**src/lifo_pkg.sv**
```systemverilog
// Shared types and constants for the LIFO stack with repeat count.
`timescale 1ns / 1ps

package lifo_pkg;

  localparam int STACK_DEPTH_DEF = 16;
  localparam int DATA_W          = 32;
  localparam int OP_W            = 2;
  localparam int STATUS_W        = 2;
  localparam int REPEAT_W        = 5;

  localparam logic signed [DATA_W-1:0] POP_EMPTY_VALUE = '1;  // -1

  typedef enum logic [OP_W-1:0] {
    OP_PUSH  = 2'd0,
    OP_POP   = 2'd1,
    OP_CLEAR = 2'd2,
    OP_COUNT = 2'd3
  } op_t;

  typedef enum logic [STATUS_W-1:0] {
    ST_OK    = 2'd0,
    ST_EMPTY = 2'd1,
    ST_FULL  = 2'd2
  } status_t;

  typedef enum logic [2:0] {
    S_IDLE,
    S_POP_RD,
    S_CNT_V,
    S_CNT_CMP,
    S_DONE
  } state_t;

endpackage

```
**src/lifo_stack_with_repeat_count.sv**
```systemverilog
// Top level: bounded LIFO stack of signed words with a repeated-entry count.
`timescale 1ns / 1ps

// Channel   Ports                                              Direction
// -------   -------------------------------------------------  ---------
// input     in_valid, in_stall, in_op, in_push_value            sink
// result    out_valid, out_stall, out_popped_value,             source
//           out_status, out_repeat_count
//
// Sequencing: push and clear finish from idle; pop waits on one entry RAM read. Count
//   visits entries k = n-1..1 and for each reads the entry, then compares it with
//   deeper entries one at a time until a match or the bottom; the single RAM read
//   port and the one comparator set this pace.
// Reset: stack empty; entry RAM contents are left as they are (no clear pass).
// Stalls: the result register holds a finished transaction while out_stall is
//   high; a new transaction is still taken and parks in a holding register.

module lifo_stack_with_repeat_count
  import lifo_pkg::*;
#(
  parameter int STACK_DEPTH = STACK_DEPTH_DEF
) (
  input  logic                       clk,
  input  logic                       rst_n,
  // input channel
  input  logic                       in_valid,
  output logic                       in_stall,
  input  logic [OP_W-1:0]            in_op,
  input  logic signed [DATA_W-1:0]   in_push_value,
  // result channel
  output logic                       out_valid,
  input  logic                       out_stall,
  output logic signed [DATA_W-1:0]   out_popped_value,
  output logic [STATUS_W-1:0]        out_status,
  output logic [REPEAT_W-1:0]        out_repeat_count
);

  localparam int AW = (STACK_DEPTH > 1) ? $clog2(STACK_DEPTH) : 1;
  localparam int OW = $clog2(STACK_DEPTH + 1);  // occupancy holds 0..STACK_DEPTH

  // Control state
  state_t               state_r, state_nxt;
  logic [OW-1:0]        occ_r, occ_nxt;
  logic [AW-1:0]        k_r, k_nxt;      // entry being checked in count
  logic [AW-1:0]        j_r, j_nxt;      // deeper entry being compared
  logic signed [DATA_W-1:0] v_r, v_nxt;  // value of entry k
  logic [OW-1:0]        total_r, total_nxt;

  // Holding register for a result that cannot enter the output register yet
  logic signed [DATA_W-1:0] res_popped_r;
  status_t                  res_status_r;
  logic [REPEAT_W-1:0]      res_reps_r;

  // Output register
  logic                     out_valid_r;
  logic signed [DATA_W-1:0] out_popped_r;
  status_t                  out_status_r;
  logic [REPEAT_W-1:0]      out_reps_r;

  // RAM interface
  logic                     we;
  logic [AW-1:0]            wr_addr;
  logic [AW-1:0]            rd_addr;
  logic signed [DATA_W-1:0] rd_data;

  // Sequencer decisions
  logic                     accept;
  logic                     slot_free;
  logic                     fin;
  logic signed [DATA_W-1:0] fin_popped;
  status_t                  fin_status;
  logic [REPEAT_W-1:0]      fin_reps;
  logic                     go_pop, go_cnt, go_next_entry;
  logic                     match;
  logic [OW-1:0]            occ_dec;

  assign in_stall  = (state_r != S_IDLE);
  assign accept    = in_valid && !in_stall;
  assign slot_free = !out_valid_r || !out_stall;
  assign occ_dec   = occ_r - OW'(1);
  assign match     = (rd_data == v_r);

  lifo_ram #(
    .STACK_DEPTH (STACK_DEPTH)
  ) u_ram (
    .clk     (clk),
    .wr_en   (we),
    .wr_addr (wr_addr),
    .wr_data (in_push_value),
    .rd_addr (rd_addr),
    .rd_data (rd_data)
  );

  // Datapath and decisions for the current cycle
  always_comb begin
    occ_nxt       = occ_r;
    k_nxt         = k_r;
    j_nxt         = j_r;
    v_nxt         = v_r;
    total_nxt     = total_r;
    we            = 1'b0;
    wr_addr       = occ_r[AW-1:0];
    rd_addr       = k_r;
    fin           = 1'b0;
    fin_popped    = '0;
    fin_status    = ST_OK;
    fin_reps      = '0;
    go_pop        = 1'b0;
    go_cnt        = 1'b0;
    go_next_entry = 1'b0;

    unique case (state_r)
      S_IDLE: begin
        if (accept) begin
          unique case (op_t'(in_op))
            OP_PUSH: begin
              fin = 1'b1;
              if (occ_r >= OW'(STACK_DEPTH)) begin
                fin_status = ST_FULL;
              end else begin
                we      = 1'b1;
                occ_nxt = occ_r + OW'(1);
              end
            end
            OP_POP: begin
              if (occ_r == '0) begin
                fin        = 1'b1;
                fin_popped = POP_EMPTY_VALUE;
                fin_status = ST_EMPTY;
              end else begin
                occ_nxt = occ_dec;
                rd_addr = occ_dec[AW-1:0];
                go_pop  = 1'b1;
              end
            end
            OP_CLEAR: begin
              fin     = 1'b1;
              occ_nxt = '0;
            end
            OP_COUNT: begin
              if (occ_r < OW'(2)) begin
                fin = 1'b1;   // fewer than two entries: nothing to repeat
              end else begin
                k_nxt     = occ_dec[AW-1:0];
                rd_addr   = occ_dec[AW-1:0];
                total_nxt = '0;
                go_cnt    = 1'b1;
              end
            end
            default: ;
          endcase
        end
      end
      S_POP_RD: begin
        fin        = 1'b1;
        fin_popped = rd_data;
      end
      S_CNT_V: begin
        v_nxt   = rd_data;
        j_nxt   = k_r - AW'(1);
        rd_addr = k_r - AW'(1);
      end
      S_CNT_CMP: begin
        if (match || j_r == '0) begin
          // entry k resolved; add one if a deeper copy was found
          total_nxt = total_r + OW'(match);
          if (k_r == AW'(1)) begin
            fin      = 1'b1;
            fin_reps = REPEAT_W'(total_nxt);
          end else begin
            k_nxt         = k_r - AW'(1);
            rd_addr       = k_r - AW'(1);
            go_next_entry = 1'b1;
          end
        end else begin
          j_nxt   = j_r - AW'(1);
          rd_addr = j_r - AW'(1);
        end
      end
      S_DONE: begin
        fin        = 1'b1;
        fin_popped = res_popped_r;
        fin_status = res_status_r;
        fin_reps   = res_reps_r;
      end
      default: ;
    endcase
  end

  // Next state
  always_comb begin
    state_nxt = state_r;
    if (fin) begin
      state_nxt = slot_free ? S_IDLE : S_DONE;
    end else begin
      unique case (state_r)
        S_IDLE: begin
          if (go_pop) begin
            state_nxt = S_POP_RD;
          end else if (go_cnt) begin
            state_nxt = S_CNT_V;
          end
        end
        S_CNT_V:   state_nxt = S_CNT_CMP;
        S_CNT_CMP: begin
          if (go_next_entry) begin
            state_nxt = S_CNT_V;
          end
        end
        default: ;
      endcase
    end
  end

  always_ff @(posedge clk) begin
    if (!rst_n) begin
      state_r     <= S_IDLE;
      occ_r       <= '0;
      out_valid_r <= 1'b0;
    end else begin
      state_r     <= state_nxt;
      occ_r       <= occ_nxt;
      out_valid_r <= (fin && slot_free) || (out_valid_r && out_stall);
    end
  end

  always_ff @(posedge clk) begin
    k_r     <= k_nxt;
    j_r     <= j_nxt;
    v_r     <= v_nxt;
    total_r <= total_nxt;
    if (fin && slot_free) begin
      out_popped_r <= fin_popped;
      out_status_r <= fin_status;
      out_reps_r   <= fin_reps;
    end
    if (fin && !slot_free) begin
      res_popped_r <= fin_popped;
      res_status_r <= fin_status;
      res_reps_r   <= fin_reps;
    end
  end

  assign out_valid        = out_valid_r;
  assign out_popped_value = out_popped_r;
  assign out_status       = out_status_r;
  assign out_repeat_count = out_reps_r;

endmodule

```
**src/lifo_ram.sv**
```systemverilog
// Entry storage: one write port, one read port with registered read data.
`timescale 1ns / 1ps

module lifo_ram
  import lifo_pkg::*;
#(
  parameter int STACK_DEPTH = STACK_DEPTH_DEF,
  localparam int AW = (STACK_DEPTH > 1) ? $clog2(STACK_DEPTH) : 1
) (
  input  logic                     clk,
  input  logic                     wr_en,
  input  logic [AW-1:0]            wr_addr,
  input  logic signed [DATA_W-1:0] wr_data,
  input  logic [AW-1:0]            rd_addr,
  output logic signed [DATA_W-1:0] rd_data
);

  logic signed [DATA_W-1:0] mem [STACK_DEPTH];

  always_ff @(posedge clk) begin
    if (wr_en) begin
      mem[wr_addr] <= wr_data;
    end
  end

  always_ff @(posedge clk) begin
    rd_data <= mem[rd_addr];
  end

endmodule
```
**config.mk**
```make
export PLATFORM = sky130hd
export DESIGN_NAME = lifo_stack_with_repeat_count
export DESIGN_NICKNAME = d
export VERILOG_FILES = /design/src/lifo_pkg.sv /design/src/lifo_stack_with_repeat_count.sv /design/src/lifo_ram.sv
export SDC_FILE = /design/constraint.sdc
export NUM_CORES = 1
export LEC_CHECK = 0
export ABC_AREA = 1
export BUFFER_PORTS_ARGS = -buffer_cell sky130_fd_sc_hd__buf_2
export CORE_UTILIZATION = 40
export CTS_CLUSTER_DIAMETER = 200
export DETAILED_ROUTE_END_ITERATION = 16
export MAX_ROUTING_LAYER = met4
export SYNTH_ARGS = -nofsm -noshare
export SYNTH_HDL_FRONTEND = slang
export SYNTH_SLANG_ARGS = --single-unit
```
**constraint.sdc**
```tcl
create_clock -name clk -period 4.2 [get_ports clk]
set_clock_uncertainty 0.05 [all_clocks]
set_input_delay 0.42 -clock clk [delete_from_list [all_inputs] [get_ports clk]]
set_output_delay 0.42 -clock clk [all_outputs]
set_load 0.02 [all_outputs]
```
## Yosys cells after proc, flatten, opt, wreduce, memory -nomap -nowiden

Memory sizes are Yosys's and may differ from the RTL's. A register that Yosys moved wholly into a read port is not among the register bits.
Index checks and enable logic that the tools add are counted.

- Bits in registers: 132
- RAM bits: 512
- Input bits: 38
- Output and inout bits: 41
- Logic and storage cells: 129
- Memories: 1

Memories:

| memory | words | bits a word | read ports | clocked after memory_dff | wr ports | line | RTL |
|---|---|---|---|---|---|---|---|
| u_ram.mem | 16 | 32 | 1 | 1 | 1 | lifo_ram.sv:18 | `logic signed [DATA_W-1:0] mem [STACK_DEPTH];` |

- Add/sub/neg operators: 5
- Magnitude comparators: 2
- Equal/unequal tests: 18
- Mux-type cells: 63
- Reduce and logical (&&, ||, !) cells: 27

Operator list:

| kind | number |
|---|---|
| $mux 32 | 3 |
| $pmux 32 s3 | 1 |
| $mux 5 | 8 |
| $mux 4 | 9 |
| $eq 32x32->1 | 1 |
| $pmux 4 s2 | 3 |
| $mux 1 | 23 |
| $pmux 5 s2 | 2 |
| $mux 3 | 5 |
| $pmux 5 s3 | 1 |
| $ne 2x2->1 const B | 6 |
| $pmux 4 s3 | 1 |
| $reduce_and 5->1 | 2 |
| $pmux 3 s3 | 1 |
| $pmux 2 s2 | 2 |
| $sub 4x1->4 const B | 2 |
| $eq 3x2->1 const B | 2 |
| $pmux 1 s3 | 2 |
| $reduce_bool 3->1 | 2 |
| $add 5x1->5 | 1 |
| $add 5x1->5 const B | 1 |
| $ge 5x5->1 const B | 1 |
| $logic_not 5->1 | 1 |
| $lt 5x2->1 const B | 1 |
| 22 further kinds | 34 |

## Logic depth before layout (Yosys ltp)

Gate-level depths: netlist of the first run.

- Depth in word-level cells: 9
- Gate-level depth with buffers: 21
- Depth with buffers taken out: 19

## Hierarchy

From an unflattened synthesis of the first run, not the netlist that was laid out.

- Cells, all modules: 2689
- Area total of the unflattened synthesis: 28936.5 um2

By module, submodules not included:

| module | times used | cells each | area each (um2) | seq. area each (um2) |
|---|---|---|---|---|
| lifo_ram | 1 | 2120 | 22730.6 | 16015.4 |
| lifo_stack_with_repeat_count | 1 | 569 | 6206.0 | 3873.7 |

## Least setup slack after synthesis of the first run

Ideal clock, no wire load.

- Kind: register to register
- From: register v_r[2]
- To: register out_popped_r[0] (netlist: out_popped_value[0]) (enable)
- Data arrival time: 3176 ps
- Data required time: 3713 ps
- Path slack: 537 ps
- Cell stages (with the launch flop): 14
- Clock period less this slack: 3663 ps
- Path through: edfxtp_1 > xnor2_1 > nand2_1 > nor2_1 > nand2_1 > nor2_1 > nand2_1 > nand2_1 > inv_1 > nor2_1 > nand2_1 > nand2_1 > inv_1 > nor2_1

- Longest elaborated chain between the ends: 5

Ends and longest elaborated chain:

| what | line | RTL |
|---|---|---|
| start, declared | lifo_stack_with_repeat_count.sv:46 | `logic signed [DATA_W-1:0] v_r, v_nxt;` |
| start signal, assigned | lifo_stack_with_repeat_count.sv:230 | `v_r <= v_nxt;` |
| $eq 32x32->1 | lifo_stack_with_repeat_count.sv:81 | `assign match = (rd_data == v_r);` |
| $logic_or 1x1->1 | lifo_stack_with_repeat_count.sv:164 | `if (match \|\| j_r == '0) begin` |
| $mux 1 | lifo_stack_with_repeat_count.sv:164 |  |
| $pmux 1 s3 | lifo_stack_with_repeat_count.sv:112 | `unique case (state_r)` |
| $logic_and 1x1->1 | lifo_stack_with_repeat_count.sv:232 | `if (fin && slot_free) begin` |
| end signal, assigned | lifo_stack_with_repeat_count.sv:233 | `out_popped_r <= fin_popped;` |
| end, declared | lifo_stack_with_repeat_count.sv:56 | `logic signed [DATA_W-1:0] out_popped_r;` |

No other way between the ends.
A chain may end at the register's enable or synchronous reset.

## Worst setup path after layout of the first run

- From: register u_ram.rd_data[22] (read register of u_ram.mem)
- To: register u_ram.rd_data[20] (read register of u_ram.mem)

- Longest elaborated chain between the ends: 4

Ends and longest elaborated chain:

| what | line | RTL |
|---|---|---|
| start, declared | lifo_ram.sv:15 | `output logic signed [DATA_W-1:0] rd_data` |
| $eq 32x32->1 | lifo_stack_with_repeat_count.sv:81 |  |
| $logic_or 1x1->1 | lifo_stack_with_repeat_count.sv:164 |  |
| $mux 4 | lifo_stack_with_repeat_count.sv:164 |  |
| $pmux 4 s3 | lifo_stack_with_repeat_count.sv:112 |  |

No other way between the ends.

==> flow_results.org, run 1 <==
** Outcome
- The run finished with clean final reports.

** Global routing
- Entering global routing, the biggest net connects 145 pins.
- Initial antenna violation count :: 11
- Global-route usage over all layers :: 20.3%
- Grt total ovfl :: 0
- Wire length of the first global-routing pass :: 111000 µm
- Via count of the first global-routing pass :: 18500

** Layout
- In the final layout, flip-flops and latches occupy around 0.020 mm².
- Final-stage net count :: ~2800
- Area of the multi-input gates :: 0.00702 mm²
- With fillers left out, the area of the finished cells amounts to 0.0329 mm².
- Proportion of layout cells with a drive suffix above 1 :: a little under a tenth
- Number of fill cells in the layout :: between 6000 and 7000
- Layout overhead on the synthesized area :: 12.7%

** Logic synthesis
- Leading cell type by number of instances after synthesis :: sky130_fd_sc_hd__edfxtp_1
- Of the post-synthesis cell area, the dominant cell type holds 65.4%.
- Yosys Warn Count :: 0
- The synthesized netlist occupies a cell area of 0.0292 mm².
- Synthesized instance count :: 2658
- Ranked by total cell area, the synthesized netlist is headed by sky130_fd_sc_hd__edfxtp_1 (65%), sky130_fd_sc_hd__nand3_1 (10%), sky130_fd_sc_hd__nand2_1 (7.2%), sky130_fd_sc_hd__inv_1 (5.5%), sky130_fd_sc_hd__dfxtp_1 (2.8%).
- Fraction of registers with async set or reset after synthesis :: 0%
- Syn Area/Cell :: 11.0 µm²
- The synthesized netlist contains 39 unique library cells.
- In the synthesized netlist the dominant register cell turns out to be sky130_fd_sc_hd__edfxtp_1.
- Post-synthesis sequential element count :: between 600 and 700
- The synthesized design contains between 600 and 700 enable-type register cells.
- The synthesized design spends more area on one cell type than any other, namely sky130_fd_sc_hd__edfxtp_1.
- Synthesized net count :: 2710
- The share of the Yosys chip area taken by registers is 68.2%.
- After synthesis, the most frequently instantiated cells are sky130_fd_sc_hd__edfxtp_1 (635), sky130_fd_sc_hd__nand3_1 (592), sky130_fd_sc_hd__nand2_1 (558).

** CTS
- Buffers added to address setup during post-CTS repair amount to 0.
- Clock-pin slew was measured on the worst setup and hold paths at 0.06 ns.
- Buffers inserted during clock tree synthesis total 72.
- Post-cts hold buffer count :: 0
- The clock net in this run drives a total of 676 sinks.
- Gates resized during post-CTS repair numbered 0.
- Worst skew pair latency :: a little over 0.6 ns
- Clock tree root driver cell :: sky130_fd_sc_hd__clkbuf_16
- CTS built an H-tree with a depth of 3.
- The clock passes through at most 3 buffers.
- TritonCTS built the clock tree.

** Worst setup path
- Crit path max fanout :: 64
- In this design, the critical path's most frequently occurring cell is sky130_fd_sc_hd__nand2_1.
- Kind of end point of the critical path :: flop
- Traced cell by cell, the critical path runs through xnor2_1 > nand2_1 > nor2_1 > nand2_1 > nor2_1 > nand2_1 > nand2_1 > nand2_1 > nand3_1 > nand2_8 > nand2_8 > buf_12 > nand2_1 > nand3_1 > nand3_1 > nand3_1 > nand2_1.
- Largest stage delay on the critical path :: 0.48 ns
- Type of the setup path with the least slack :: flop to flop
- Cell family contributing the most delay on the critical path :: simple AND/OR/NAND/NOR gates
- Together, buffers and inverters on the worst path number 1.
- CP Data Required Time :: 4.60 ns
- At the worst endpoint, the arrival time is roughly 4.1 ns.
- On the critical path, the stage with the largest delay is an instance of sky130_fd_sc_hd__dfxtp_1.
- The worst setup path is launched from a flop.
- Slack of the worst reg-to-reg path :: 0.51 ns

** Timing
- The number of endpoints with negative hold slack in the final report was 0.
- Number of slew-limit violations in the final report :: 0
- Timing would allow up to 271 MHz.
- The clock period could shrink to 3.69 ns.
- Of the available clock period, the critical path in the final layout requires slightly below 90%.
- Setup violations remaining at the end of the flow were counted as 0.
- Setup repair after global routing left no endpoint under its margin.
- Fin Setup TNS :: 0 ns
- Slew at the pin closest to its max-slew limit :: between 1 and 1.5 ns
- Worst hold-check slack :: 0.0708 ns
- Worst slew margin :: approximately a quarter

** Route
- Wires add up to roughly 70000 µm.
- Drt wl/cell :: 19.3 µm
- Post-DR vias/cell :: 5.16
- After detailed routing, the number of remaining DRC violations is 0.
- First-pass iteration count of the detailed router :: 5
- Once detail routing completed, the nets flagged for antenna violations numbered 0.
- Routed via count :: 19200
- DRC violation total after the first TritonRoute iteration :: around 1800

** Pwr
- Power per standard cell area :: 781 mW/mm²
- Total power for the finished layout comes to 25.7 mW.
- In this run the static leakage power is between 10 and 15 nW.
- Maximum resistive drop on vdd :: 0.00104 V

** Placed design
- Cell area after placement :: approximately 0.031 mm²
- The congestion estimate from routability-driven global placement came to around 0.86.
- Buffers placed on the I/O ports in this run total 78.
- Post-DP HPWL :: 39000 µm

** Floorplan
- The floorplan step defined a core boundary enclosing 0.0719 mm².
- Die extent in y :: 272 µm
- The floorplan step defined a die boundary enclosing 0.0740 mm².
- Once the floorplan was initialized, standard cells occupied 40.6% of the core.
- During I/O placement, the number of pins put on the boundary was 79.
- The die is about 270 µm wide.
- Cell Rows :: 98

** Run
- Number of maximum-capacitance violations :: 0

** Hold path
- Min-Delay Path Class :: input pin to flop
==> cell families after synthesis <==
group           Yosys count  share of synthesized area, %
compound gates           95                          2.15
buf+inv                 577                          8.41
xor+xnor                 32                         0.961
mux                       3                         0.103
fa+ha+maj                14                         0.600
simple gates           1261                          19.6
flops                   676                          68.2
==> metrics by stage <==
step	setup slack (ns)	utilization [%]	cells
after floorplan	0.537	-	2658
after global placement	0.491	42.6	3584
after detailed placement	0.449	42.6	3584
after CTS	0.522	45.7	3712
after global routing	0.198	45.8	3720
final	0.508	45.8	3720
==> final timing paths <==
check | start | to | cells after the start
min reg2reg | u_ram.rd_data[26] | v_r[26] | 0
min | rst_n | occ_r[1] | 3
max | u_ram.rd_data[22] | u_ram.rd_data[20] | 17
max reg2reg | u_ram.rd_data[22] | u_ram.rd_data[20] | 17
==> registers in the layout (all words and copies together) (netlist names) <==
register,count
u_ram.mem,512
out_popped_value,32
res_popped_r,32
u_ram.rd_data,32
v_r,32
occ_r,5
out_repeat_count,5
res_reps_r,5
total_r,5
j_r,4
k_r,4
state_r,3
out_status,2
res_status_r,2
out_valid,1
==> area by class of cell <==
| cell class | instances | area share (%) |
|---|---|---|
| flip-flops and latches | 676 | 60.5 |
| repair buffers | 121 | 2.82 |
| clock inverters | 31 | 0.742 |
| multi-input cells | 1405 | 21.3 |
| inverters | 432 | 4.94 |
| well taps | 950 | 3.61 |
| diodes | 8 | 0.0609 |
| clock buffers | 97 | 6.02 |
==> report_power, final <==
part / internal [mW] / total (mW) / switching (mW)
combinational: 3.21 / 11.0 / 7.78
sequential: 8.26 / 8.66 / 0.405
clock: 3.49 / 6.04 / 2.55
==> worst min-delay path, stage by stage <==
cell                      delay (ns)
sky130_fd_sc_hd__buf_2          0.14
sky130_fd_sc_hd__o21ai_0        0.07
sky130_fd_sc_hd__a21oi_1        0.04
==> cells in the final DEF (no fill, tap or decap), types with 2 or more instances in the layout <==
cell type / count
sky130_fd_sc_hd__edfxtp_1: 635
sky130_fd_sc_hd__nand3_1: 592
sky130_fd_sc_hd__nand2_1: 556
sky130_fd_sc_hd__inv_1: 428
sky130_fd_sc_hd__buf_2: 78
sky130_fd_sc_hd__clkbuf_16: 74
sky130_fd_sc_hd__nand3b_1: 48
sky130_fd_sc_hd__dfxtp_1: 41
sky130_fd_sc_hd__o221ai_1: 32
sky130_fd_sc_hd__o21ai_0: 30
sky130_fd_sc_hd__xnor2_1: 27
sky130_fd_sc_hd__nor2_1: 27
sky130_fd_sc_hd__buf_4: 26
sky130_fd_sc_hd__nor2_4: 22
sky130_fd_sc_hd__clkbuf_1: 19
sky130_fd_sc_hd__a21oi_1: 17
sky130_fd_sc_hd__buf_12: 17
sky130_fd_sc_hd__ha_1: 14
sky130_fd_sc_hd__clkinv_2: 14
sky130_fd_sc_hd__clkinv_1: 9
sky130_fd_sc_hd__diode_2: 8
sky130_fd_sc_hd__xor2_1: 5
sky130_fd_sc_hd__nor3_1: 4
sky130_fd_sc_hd__o22ai_1: 4
sky130_fd_sc_hd__clkbuf_8: 4
sky130_fd_sc_hd__inv_2: 3
sky130_fd_sc_hd__mux2i_1: 3
sky130_fd_sc_hd__a211oi_1: 3
sky130_fd_sc_hd__inv_6: 3
sky130_fd_sc_hd__bufinv_16: 3
sky130_fd_sc_hd__nand4_1: 2
sky130_fd_sc_hd__or2_2: 2
sky130_fd_sc_hd__o21ai_1: 2
sky130_fd_sc_hd__nand2_8: 2
sky130_fd_sc_hd__nand2_4: 2
sky130_fd_sc_hd__a22oi_2: 2
sky130_fd_sc_hd__a31oi_1: 2
==> per-layer routing <==
layer,up-vias,GRT usage (%),share of wire [%]
li1,9098,-,-
met1,9297,25.9,43
met2,665,32.6,48
met3,128,3.52,6.8
met4,0,7.01,2.6
met5,-,-,0
No activity file was read; power rests on OpenSTA's default activity.
==> inputs of run 2 (changes only) <==
CORE_UTILIZATION = 62   (was 40)
PLACE_DENSITY = 0.79   (was not set)
==> flow_results.org, run 2 (synthesis results as in run 1) <==
** Outcome
- Run status :: complete, no violations

** Worst setup path
- Crit path max fanout :: 39 (-39%)
- CP Launch Type :: flop
- The arrival time of data at the critical path endpoint is 3.48 ns (-0.61 ns).
- The critical path data required time came to 4.38 ns (-0.22 ns).
- Kind of end point of the critical path :: flop
- Type of the setup path with the least slack :: flop to flop

** CTS
- The maximum number of buffers from clock root to sink is 3 (unchanged).
- Clock tree root driver cell :: sky130_fd_sc_hd__clkbuf_16
- The insertion delay to the later sink of the worst-skew pair came to 0.61 ns (about the same).
- The H-tree depth is 3 (unchanged).
- The post-CTS resize count is 0 (unchanged).
- CTS clk-pin slew, worst paths :: 0.06 ns (about the same)
- Post-cts hold buffer count :: 0 (unchanged)
- Clock sink total :: 676 (unchanged)
- Post-CTS Setup Inserts :: 0 (unchanged)
- TritonCTS built the clock tree.
- Clock buffers created by TritonCTS :: 68 (-5.6%)

** Placed design
- Post-DP HPWL :: 37500 µm (-3.8%)
- The total instance count after detailed placement came to 3241 (-9.6%).
- Routability congestion estimate :: 0.879 (+2.7%)
- The quantity of I/O buffers inserted on ports came to 78 (unchanged).
- The pre-CTS setup slack came to 0.906 ns (+0.458 ns).
- Cell area after placement :: 0.0302 mm² (-1.5%)

** Timing
- Period Utilization, post-route :: 78.5% (-9.4 points)
- The highest clock frequency the design can meet is 303 MHz (+12%).
- Final worst-path setup slack :: 0.903 ns (+0.396 ns)
- Number of slew-limit violations in the final report :: 0 (unchanged)
- The final number of setup-violating endpoints was 0 (unchanged).
- Unrepaired setup endpoints after global routing :: false
- Worst hold-check slack :: 0.0605 ns (-0.0103 ns)
- The actual transition at the worst max-transition pin was 1.08 ns (-0.00989 ns).
- The sum of negative setup slack was 0 ns (unchanged).
- The shortest clock period the worst path allows after layout came to 3.30 ns (-0.396 ns).
- Final-report hold violation count :: 0 (unchanged)
- The headroom to the max-slew limit is 27.1% (+0.67 points).

** Layout
- Max FFs per register :: 512 (unchanged)
- In the layout the commonest cells are sky130_fd_sc_hd__edfxtp_1 (635), sky130_fd_sc_hd__nand3_1 (592), sky130_fd_sc_hd__nand2_1 (556).
- Most frequent standard cell in the layout excluding fill and tap cells :: sky130_fd_sc_hd__edfxtp_1
- Number of fill cells in the layout :: 3171 (-52%)
- The count of non-filler cells in the finished layout was 3367 (-9.5%).
- The ratio of cells with drive above 1 in the final layout came to 9.14% (-0.17 points).
- Final-stage net count :: 2756 (-0.14%)
- The post-route cell area was 0.0324 mm² (-1.6%).
- Final design utilization :: 69.7% (+24 points)
- Top reg by flops :: u_ram.mem
- Layout overhead on the synthesized area :: 10.9%

** Floorplan
- Core area :: 0.0465 mm² (-35%)
- Initial cell density of the core :: 62.8% (+22 points)
- The x dimension of the die is 219 µm (-20%).
- The die outline area is 0.0479 mm² (-35%).
- The number of standard-cell rows in the floorplan was 79 (-19%).
- The die height is 219 µm (-20%).
- The number of primary I/O pins came to 79 (unchanged).

** Global routing
- Global-route usage over all layers :: 30.3% (+10 points)
- The maximum number of pins on one net before global-route repair is 201 (+39%).
- Initial antenna violation count :: 3 (-8)
- The global-route wire length before repair was 106000 µm (-4.0%).
- The number of global-route vias before repair came to 19300 (+4.2%).
- Grt total ovfl :: 0 (unchanged)

** Pwr
- The leakage power was 13.3 nW (-0.29%).
- The power per cell area was 787 mW/mm² (+0.75%).
- Maximum resistive drop on vdd :: 0.000748 V (-28%)
- The sum of internal, switching and leakage power came to 25.5 mW (-0.86%).

** Route
- The final routed wire length divided by cell count came to 20.7 µm (+7.0%).
- The final routed wirelength across all metal layers was 69700 µm (-3.1%).
- The post-route DRC violation count is 0 (unchanged).
- The routed via count divided by cell count is 5.95 (+15%).
- The number of vias in the routed layout was 20000 (+4.4%).
- The count of antenna-violating nets left after detailed routing is 0 (unchanged).
- The count of TritonRoute iterations in the first routing pass was 9 (+4).
- The number of DRC markers after the initial detailed-route iteration came to 2433 (+32%).

** Run
- Number of maximum-capacitance violations :: 0 (unchanged)

** Hold path
- Min-Delay Path Class :: input pin to flop
-- run 2: changes by cell type in the layout (fill, tap and decap cells not counted), moves of 3 or more --
cell | previous run | this run
sky130_fd_sc_hd__buf_12 | 17 | 14
sky130_fd_sc_hd__buf_4 | 26 | 29
sky130_fd_sc_hd__clkbuf_1 | 19 | 23
sky130_fd_sc_hd__clkbuf_16 | 74 | 71
sky130_fd_sc_hd__clkbuf_8 | 4 | 10
sky130_fd_sc_hd__clkinv_1 | 9 | 6
sky130_fd_sc_hd__clkinv_2 | 14 | 7
sky130_fd_sc_hd__diode_2 | 8 | 2
-- run 2: report_power, final --
part,switching [mW],total [mW],internal (mW),leakage (nW)
sequential,0.464,8.72,8.25,6.11
clock,2.48,5.90,3.42,1.07
combinational,7.65,10.8,3.19,6.12
total,10.6,25.5,14.9,13.3
-- run 2: path summary, 6_finish.rpt --
check             slack (ns)               from  cells after the start                to
hold / removal          0.06              rst_n                      3         out_valid
hold reg to reg         0.42  u_ram.rd_data[26]                      0           v_r[26]
setup reg to reg        0.90  u_ram.rd_data[16]                     14  res_popped_r[27]
setup / recovery        0.90  u_ram.rd_data[16]                     14  res_popped_r[27]
-- run 2: worst max-delay path: stages, from the launching register on --
cell and delay (ns):
sky130_fd_sc_hd__dfxtp_1 0.57, sky130_fd_sc_hd__xnor2_1 0.17, sky130_fd_sc_hd__nand2_1 0.06, sky130_fd_sc_hd__nor2_1 0.08, sky130_fd_sc_hd__nand2_1 0.06, sky130_fd_sc_hd__nor2_1 0.18, sky130_fd_sc_hd__nand2_1 0.17, sky130_fd_sc_hd__nand2_1 0.18
sky130_fd_sc_hd__inv_1 0.08, sky130_fd_sc_hd__nor2_1 0.31, sky130_fd_sc_hd__nand2_1 0.18, sky130_fd_sc_hd__nand2_1 0.12, sky130_fd_sc_hd__inv_1 0.12, sky130_fd_sc_hd__nor2_4 0.09, sky130_fd_sc_hd__buf_4 0.46
-- run 2: layer usage --
layer / part of all wire, % / global-route usage [%] / up-vias
li1: - / - / 9067
met1: 39 / 39.9 / 9638
met2: 48 / 47.4 / 1129
met3: 9.6 / 4.70 / 191
met4: 3.5 / 12.4 / 0
met5: 0 / - / -
-- run 2: layout make-up --
cell class / count / area (µm²) / area share [%]
Antenna cell: 2 / 5.00 / 0.0155
Clock buffer: 104 / 2000 / 6.18
Clock inverter: 20 / 176 / 0.545
Inverter: 432 / 1620 / 5.02
Multi-Input combinational cell: 1405 / 7020 / 21.7
Sequential cell: 676 / 19900 / 61.5
Tap cell: 607 / 759 / 2.35
Timing Repair Buffer: 121 / 888 / 2.75
==> inputs of run 3 (changes only) <==
ABC_AREA = 0   (was 1)
clock period = 3.44 ns   (was 4.2 ns; I/O delays follow)
==> flow_results.org, run 3 <==
** Timing
- Number of slew-limit violations in the final report :: 0 (unchanged)
- Final-report hold violation count :: 0 (unchanged)
- The sum of negative setup slack is 0 ns (unchanged).
- The actual transition at the worst max-transition pin came to 0.758 ns (-0.326 ns).
- Final worst-path setup slack :: 0.0820 ns (-0.821 ns)
- The shortest clock period the worst path allows after layout was 3.36 ns (+0.0612 ns).
- The highest clock frequency the design can meet was 298 MHz (-1.8%).
- Worst hold-check slack :: 0.0474 ns (-0.0131 ns)
- Worst slew margin :: 49.4% (+22 points)
- The fraction of the cycle the final worst path needs was 97.6% (+19 points).
- The final number of setup-violating endpoints came to 0 (unchanged).

** Global routing
- Via count of the first global-routing pass :: 15400 (-20%)
- Global-route usage over all layers :: 29.2% (-1.1 points)
- The global-route wire length before repair is 91900 µm (-14%).
- Pin count of the biggest net entering global routing :: 44 (-78%)
- The total congestion overflow after global routing came to 0 (unchanged).
- Initial antenna violation count :: 4 (+1)

** CTS
- The clock transition at the registers of the reported paths came to 0.06 ns (about the same).
- Worst skew pair latency :: 0.61 ns (about the same)
- The maximum number of buffers from clock root to sink came to 3 (unchanged).
- The root buffer cell chosen for the clock tree is sky130_fd_sc_hd__clkbuf_16.
- The number of sinks driven by the clock tree is 676 (unchanged).
- The number of clock buffers inserted by TritonCTS is 68 (unchanged).
- Number of levels in the clock H-tree :: 3 (unchanged)
- TritonCTS built the clock tree.

** Logic synthesis
- Post-synth top flop :: sky130_fd_sc_hd__edfxtp_1
- The count of different cell masters after synthesis came to 62 (+59%).
- Leading area contributor after synthesis :: sky130_fd_sc_hd__edfxtp_1
- The multiplexer share of the synthesized area came to 9.77% (+9.7 points).
- The synthesized area per cell is 16.4 µm² (+50%).
- After synthesis, the most frequently instantiated cells are sky130_fd_sc_hd__edfxtp_1 (635), sky130_fd_sc_hd__mux2i_1 (260), sky130_fd_sc_hd__nand2_1 (193).
- The basic-gate share of the synthesized area counting and, or, nand and nor cells is 5.34% (-14 points).
- The warning count from the yosys run was 0 (unchanged).
- The top-area cell type share of the netlist area was 70.9% (+5.6 points).
- The fraction of the mapped netlist area in adder cells is 0.652% (+0.051 points).
- The flip-flop and latch count after synthesis was 676 (unchanged).
- The xor and xnor area share after synthesis is 1.34% (+0.38 points).
- Synthesized cell area :: 0.0269 mm² (-7.9%)
- Biggest area contributors in the synthesized netlist :: sky130_fd_sc_hd__edfxtp_1 (71%), sky130_fd_sc_hd__mux2i_1 (9.7%), sky130_fd_sc_hd__dfxtp_1 (3.1%), sky130_fd_sc_hd__nand2_1 (2.7%), sky130_fd_sc_hd__a2111oi_2 (1.8%)
- sky130_fd_sc_hd__edfxtp_1 is the most common cell in the netlist.
- After synthesis, the largest family of logic cells by area is multiplexers.
- Complex-gate fraction of the synthesized area :: 6.97% (+4.8 points)
- Synthesized net count :: 1686 (-38%)
- Synthesized instance count :: 1634 (-39%)
- Number of synthesized flops with an enable pin :: 635 (unchanged)
- The share of synthesized area occupied by flip-flops and latches came to 74.0% (+5.8 points).
- Fraction of registers with async set or reset after synthesis :: 0% (unchanged)

** Hold path
- Cell count of the worst hold path :: 1 (-2)
- The path class of the tightest hold or removal check is input pin to flop.
- The worst hold path begins at in_push_value[23].
- End point of the worst hold path :: u_ram.mem[4][23]

** Route
- Total DRC errors in the routed layout :: 0 (unchanged)
- Post-detailed-routing wire length :: 62500 µm (-10%)
- The number of DRC markers after the initial detailed-route iteration was 1672 (-31%).
- Final antenna-violating net count :: 0 (unchanged)
- The final routed wire length divided by cell count came to 25.2 µm (+22%).
- The number of vias in the routed layout came to 15600 (-22%).
- The count of TritonRoute iterations in the first routing pass is 6 (-3).
- The routed via count divided by cell count is 6.26 (+5.3%).

** Placed design
- The detailed placement HPWL came to 34700 µm (-7.5%).
- DP Cell Count :: 2328 (-28%)
- The placed standard-cell area is 0.0294 mm² (-2.6%).
- The pre-CTS setup slack was -0.151 ns (-1.06 ns).
- Routability congestion estimate :: 0.887 (+0.82%)
- Port Buf Inserts :: 78 (unchanged)

** Pwr
- Switching portion of total power :: 23.2% (-18 points)
- The power per cell area was 580 mW/mm² (-26%).
- Sequential share of power :: 50.8% (+17 points)
- Internal power :: 14.3 mW (-4.0%)
- The leakage power came to 11.5 nW (-14%).
- Overall power :: 18.6 mW (-27%)
- Psw :: 4.31 mW (-59%)
- The clock network fraction of total power came to 38.8% (+16 points).
- The part of the total power dissipated in combinational logic is 10.5% (-32 points).
- The maximum ir drop on the vdd rail is 0.000509 V (-32%).

** Worst setup path
- Kind of end point of the critical path :: flop
- Critical path data arrival time :: 3.79 ns (+0.31 ns)
- CP Launch Type :: flop
- The endpoint identified for the worst register-to-register timing path is u_ram.rd_data[15].
- Slack of the worst reg-to-reg path :: 0.08 ns (-0.82 ns)
- Worst setup path start :: u_ram.rd_data[12]
- Type of the setup path with the least slack :: flop to flop
- The critical path data required time is 3.87 ns (-0.51 ns).
- FF-to-FF path depth :: 14 (unchanged)
- The maximum net fanout on the critical path was 8 (-79%).
- Worst reg2reg path startpoint :: u_ram.rd_data[12]

** Layout
- Max FFs per register :: 512 (unchanged)
- Most frequent standard cell in the layout excluding fill and tap cells :: sky130_fd_sc_hd__edfxtp_1
- Top reg by flops :: u_ram.mem
- The number of nets in the final layout came to 1903 (-31%).
- The final standard cell utilization of the core is 75.8% (+6.1 points).
- The count of non-filler cells in the finished layout is 2486 (-26%).
- Post-route design area :: 0.0321 mm² (-0.88%)
- Number of fill cells in the layout :: 2315 (-27%)
- From synthesis to final layout, the design area changed by 19.3%.
- The ratio of cells with drive above 1 in the final layout came to 22.7% (+14 points).
- In the layout the commonest cells are sky130_fd_sc_hd__edfxtp_1 (635), sky130_fd_sc_hd__mux2i_1 (260), sky130_fd_sc_hd__nand2_1 (192).

** Floorplan
- The number of standard-cell rows in the floorplan came to 75 (-5.1%).
- I/O pin total :: 79 (unchanged)
- The starting utilization of the core area came to 63.5% (+0.71 points).
- Die extent in y :: 210 µm (-4.0%)
- Core area :: 0.0423 mm² (-8.9%)
- The x dimension of the die is 210 µm (-4.0%).
- Area enclosed by the die boundary :: 0.0442 mm² (-7.8%)

** Run
- The max-cap violation count came to 0 (unchanged).

** Outcome
- Run status :: complete, no violations
[run 3: power groups by stage]
stage | Sequential [mW] | Clock [mW] | Combinational (mW)
2_1_floorplan | 9.55 | 0 | 1.02
3_3_place_gp | 9.58 | 0 | 1.75
3_5_place_dp | 9.59 | 0 | 1.79
4_1_cts | 9.42 | 7.25 | 1.84
5_1_grt | 9.44 | 7.56 | 2.07
6_report | 9.44 | 7.21 | 1.95
[run 3: per-layer routing]
metal | GRT usage [%] | vias up | part of all wire, %
li1 | - | 6817 | -
met4 | 10.2 | 0 | 2.8
met5 | - | - | 0
met1 | 38.6 | 7822 | 40
met3 | 4.93 | 145 | 7.8
met2 | 46.4 | 778 | 49
[run 3: cell families after synthesis]
kind of cell / count (synthesis)
mux: 262
buf+inv: 107
fa+ha+maj: 14
compound gates: 203
flops: 676
xor+xnor: 41
simple gates: 331
[run 3: final cells by class]
class	instances	area, µm²	share of cell area (%)
flip-flops and latches	676	19900	62.0
clock buffers	88	1870	5.83
diodes	3	7.51	0.0234
repair buffers	236	2380	7.42
inverters	18	67.6	0.211
multi-input cells	851	6810	21.2
well taps	577	722	2.25
clock inverters	37	319	0.995
[run 3: repair_timing]
action	4_1_cts	5_1_grt
setup buffers	0	26
endpoints found under the setup margin	8	32
hold buffers	1	0
endpoints found under the hold margin	2	0
resized for setup	6	34
pin swaps	1	12
gates cloned	1	3
[run 3: worst max path at each step]
stage          slack, ns  cells past startpoint             endpoint
2_1_floorplan       0.04                      8  out_popped_value[0]
3_3_place_gp       -0.24                     14    u_ram.rd_data[15]
3_5_place_dp       -0.15                     14    u_ram.rd_data[15]
4_1_cts             0.01                     15     u_ram.rd_data[0]
5_1_grt            -0.07                     13    u_ram.rd_data[16]
6_report            0.08                     14    u_ram.rd_data[15]
[run 3: worst max-delay path, cell delays in order (launching register included)]
cell                        delay, ns
sky130_fd_sc_hd__dfxtp_1         0.53
sky130_fd_sc_hd__xnor2_1         0.17
sky130_fd_sc_hd__nand4_1         0.16
sky130_fd_sc_hd__nor4_4          0.35
sky130_fd_sc_hd__buf_4           0.19
sky130_fd_sc_hd__nand2_2         0.07
sky130_fd_sc_hd__inv_2           0.06
sky130_fd_sc_hd__o41ai_1         0.07
sky130_fd_sc_hd__nand4b_1        0.24
sky130_fd_sc_hd__buf_6           0.19
sky130_fd_sc_hd__and3b_2         0.22
sky130_fd_sc_hd__buf_12          0.16
sky130_fd_sc_hd__buf_12          0.13
sky130_fd_sc_hd__a32o_2          0.25
sky130_fd_sc_hd__a2111oi_4       0.36
